===== config.mk =====
export PLATFORM = sky130hd
export DESIGN_NAME = ptb_ram
export DESIGN_NICKNAME = d
export VERILOG_FILES = /design/src/sv/ptb_ram.sv
export SDC_FILE = /design/constraint.sdc
export NUM_CORES = 2
export LEC_CHECK = 0
export ABC_AREA = 1
export BUFFER_PORTS_ARGS = -buffer_cell sky130_fd_sc_hd__buf_2
export CELL_PAD_IN_SITES_DETAIL_PLACEMENT = 1
export CELL_PAD_IN_SITES_GLOBAL_PLACEMENT = 1
export CORE_UTILIZATION = 48
export DETAILED_ROUTE_END_ITERATION = 8
export PLACE_DENSITY_LB_ADDON = 0.1
export SLEW_MARGIN = 40
export SYNTH_ARGS = -nofsm -noshare
export SYNTH_HDL_FRONTEND = slang
export SYNTH_SLANG_ARGS = --single-unit

===== constraint.sdc =====
create_clock -name clk -period 1.8 [get_ports clk]
set_input_delay 0.18 -clock clk [delete_from_list [all_inputs] [get_ports clk]]
set_output_delay 0.18 -clock clk [all_outputs]
set_load 0.05 [all_outputs]

===== src/sv/ptb_ram.sv =====
module ptb_ram #(
  parameter int WIDTH = 8,
  parameter int DEPTH = 256
) (
  input  logic                     clk,
  input  logic                     wr_en,
  input  logic [$clog2(DEPTH)-1:0] wr_addr,
  input  logic [WIDTH-1:0]         wr_data,
  input  logic [$clog2(DEPTH)-1:0] rd_addr,
  output logic [WIDTH-1:0]         rd_data
);

  logic [WIDTH-1:0] mem_r [DEPTH];
  logic [WIDTH-1:0] rd_data_r;

  // One write port and one registered read port.
  always_ff @(posedge clk) begin
    if (wr_en) begin
      mem_r[wr_addr] <= wr_data;
    end
    rd_data_r <= mem_r[rd_addr];
  end

  assign rd_data = rd_data_r;

endmodule


* Yosys cells after proc, flatten, opt, wreduce, memory -nomap -nowiden *
Memories as Yosys holds them, arrays and structs flattened. A register that Yosys moved wholly into a read port is not among the register bits.
Index checks and enable logic that the tools add are counted.

word-level totals
  register bits = 0
  bits in writable memories = 2,048
  bits of input ports = 26
  output and inout bits = 8
  memories kept = 1

memories
  memory  words  width  rd ports  clocked after Yosys merged registers in  write ports  line  RTL
  mem_r   256    8      1         1                                        1            13    logic [WIDTH-1:0] mem_r [DEPTH];

operators by class
  mux-type cells = 2

operator list
  operator  number
  $mux W1   2

* Logic depth before layout (Yosys ltp) *
  depth after elaboration = 2
  mapped depth = 15

* Worst setup path after synthesis *
OpenSTA, ideal clock, no wires.

  kind = input to register
  start point = input port wr_en
  end point = memory mem_r[162][0], enable pin
  arrival time = 1.301 ns
  data required time = 1.430 ns
  path slack = 0.129 ns
  stages on the path = 4
  buffers on the path = 2
  path through = clkbuf_1 nand3_1 clkbuf_1 nor2_1

between the ends
  longest elaborated chain between the ends = 2

ends and longest elaborated chain
  element                        line  RTL
  from (decl)                    6     input logic wr_en,
  $mux W1                        18    if (wr_en) begin
  $mux W1 (not written as such)  19    mem_r[wr_addr] <= wr_data;
  to (decl)                      13

Every way passes these cells.

==> flow_summary.toml <==
[setup_path]
r2r-start = "mem_r[16][0]"
cp.required_ns = 2.53
rrSetupSlack_ns = -0.002
cp.arrival_ns = 2.53
worst-path-max-fanout = 1
rr_endpoint = "rd_data[0]"
path_class = "flop to flop"
worstSetupStartpointType = "flop"
worst_setup_path_end_kind = "flop"
reg2reg_depth = 10

[drt]
drc = 0
wl_per_cell_um = 27.3
drt_iter0_markers = 5759
viasPerCell = 5.85
ant_nets = 0
dr_total_vias = 58800
dr.pass1.iters = 5
wl_um = 274000

[yosys]
yosys.area.top_type_share = 0.737
yosys.area.top_type = "edfxtp_1"
ys_seq_area_frac = 0.739
yosys-top-cells-area = "edfxtp_1 (74%), nand3_1 (12%), nand2_1 (9.6%)"
netlist_area_um2 = 83400
ys_ff_latch = 2056
synth_cell_types = 14
syn_nets = 7029
avgSynthCellArea_um2 = 11.9
syn_inst = 7003
yosysWarningCount = 0

[run_status]
outcome = "finished with violations"
violations = "setup timing"

[worst_hold_path]
worstHoldEndpoint = "rd_data[4]"
hp-start = "rd_addr[4]"
hold_path.class = "input pin to flop"
holdPathStages = 8

[clock_tree]
cts_tree = "built"
post-cts-setup-buffers = 0
clk_pin_slew_ns = 0.06
cts_inserted_buffers = 211
cts_root_buffer = "clkbuf_16"
clock_path_buffers = 3
cts.sinks = 2056
htreeDepth = 4
insertion_delay_ns = 0.86

[floorplan]
die_w_um = 419
die_area_um2 = 175000
start_util = 0.485
fp.dieH_um = 419
ioPinCount = 34
core-area_um2 = 172000
rows = 152

[placed_design]
routabilityCongestion = 0.903
place_area_um2 = 92300
hpwlAfterDp_um = 179000
io_buffers = 33

[global_route]
overflow = 0
grt_pass1_vias = 61400
grt_usage = 0.315
grt_start_max_net_pins = 66
grt_pass1_wl_um = 405000
antenna_found_initial = 4

[pwr]
p_comb_frac = 0.074
netSwitchingFraction = 0.232
ir_drop_mv = 1.02
power.share.clock = 0.419
seqPwrFrac = 0.507
p_sw_w = 0.0241
powerDensity_nw_per_um2 = 1050
intPower_w = 0.0800
p_leak_nw = 36.1

[sta]
setup_ws_ns = -0.00229
worst_pin_slew_ns = 0.640
period_needed_ns = 1.80
skew_ns = 0.0283
setup_viol = 1
whs_ns = 0.129
max_slew_margin = 0.573
drv_slew = 0
clock.fmax_ghz = 0.555
hold_violations = 0
fin_crit_sh = 1.00

[final_layout]
final_common_cell = "nand2_1"
syn_to_final_growth_pct = 19.3
layout_common_cells = "nand2_1 (2107), edfxtp_1 (2048), nand3_1 (1976)"
num-fill-cells = 17400
nets = 7602
layout-drive-gt1-share = 0.157
design_area_um2 = 99500

[job]
maxCapViolCount = 0
sequential cells by signal, summed over array words and instances (netlist names):
signal and cells:
mem_r 2048, rd_data 8
what timing repair did:
action / 4_1_cts / 5_1_grt
endpoints found under the hold margin: 1380 / 0
endpoints found under the setup margin: 12 / 8
pin swaps: 0 / 1
gates resized for setup: 36 / 32
hold buffers: 10 / 0
through the flow:
stage	setup TNS [ns]	cells	setup slack, ns	util	power (W)
2_1_floorplan	0	7003	0.129	-	0.0572
3_3_place_gp	-5.59	9663	-0.786	0.536	0.0611
3_5_place_dp	-6.87	9663	-0.823	0.536	0.0613
4_1_cts	0	10100	0.00304	0.577	0.105
5_1_grt	-0.0652	10100	-0.0531	0.578	0.107
6_report	-0.00229	10100	-0.00229	0.578	0.104
power groups by stage:
stage	registers, W	logic [W]	clock network (W)
global route	0.0528	0.00817	0.0457
finish	0.0528	0.00770	0.0436
floorplan	0.0539	0.00326	0
detailed placement	0.0538	0.00750	0
CTS	0.0528	0.00763	0.0442
global placement	0.0538	0.00732	0
per-layer routing:
layer,vias up,share of wire,track usage
li1,26000,-,-
met1,30100,0.40,0.419
met2,2177,0.49,0.522
met3,513,0.069,0.0474
met4,0,0.042,0.123
met5,-,0,0
area by class of cell:
type,count,area (µm²),area share
clock inverter,143,1330,0.0133
timing repair buffer,843,8520,0.0856
antenna,1,2.50,0.0000251
multi-input combinational,4425,19500,0.196
clock buffer,249,5490,0.0551
tap,2310,2890,0.0290
inverter,39,180,0.00181
sequential,2056,61700,0.620
cell families (layout without fill, tap and decap cells):
kind of cell / after synthesis / in the layout / share of synthesized area
simple gates: 4425 / 4425 / 0.229
other cells: 0 / 1 / 0
flops: 2056 / 2056 / 0.739
buf+inv: 522 / 1274 / 0.0312
worst max-delay path by stage:
stage	start	depth (start not counted)	slack [ns]	to
6_report	mem_r[16][0]	10	-0.002	rd_data[0]
5_1_grt	mem_r[190][3]	10	-0.05	rd_data[3]
3_5_place_dp	rd_addr[0]	14	-0.82	rd_data[6]
4_1_cts	rd_data[6]	1	0.003	rd_data[6]
2_1_floorplan	wr_en	4	0.13	mem_r[162][0]
3_3_place_gp	rd_addr[0]	14	-0.79	rd_data[5]
critical path: stages (launching register included):
cell and delay (ns):
edfxtp_1 0.36, nand2_1 0.08, nand3_1 0.11, nand3_1 0.12, nand3_1 0.19, nand3_2 0.20
nand3_1 0.23, nand3_2 0.19, nand2_1 0.08, nand2_1 0.06, nand2_1 0.07
Yosys cell counts:
cell type	instances
nand2_1	2123
buf_4	46
buf_6	16
edfxtp_1	2048
nor2_1	283
dfxtp_1	8
inv_1	36
clkbuf_1	112
nand3_1	2019
buf_1	40
inv_2	2
buf_2	268
inv_4	1
buf_8	1
No activity file was read; power rests on OpenSTA's default activity.
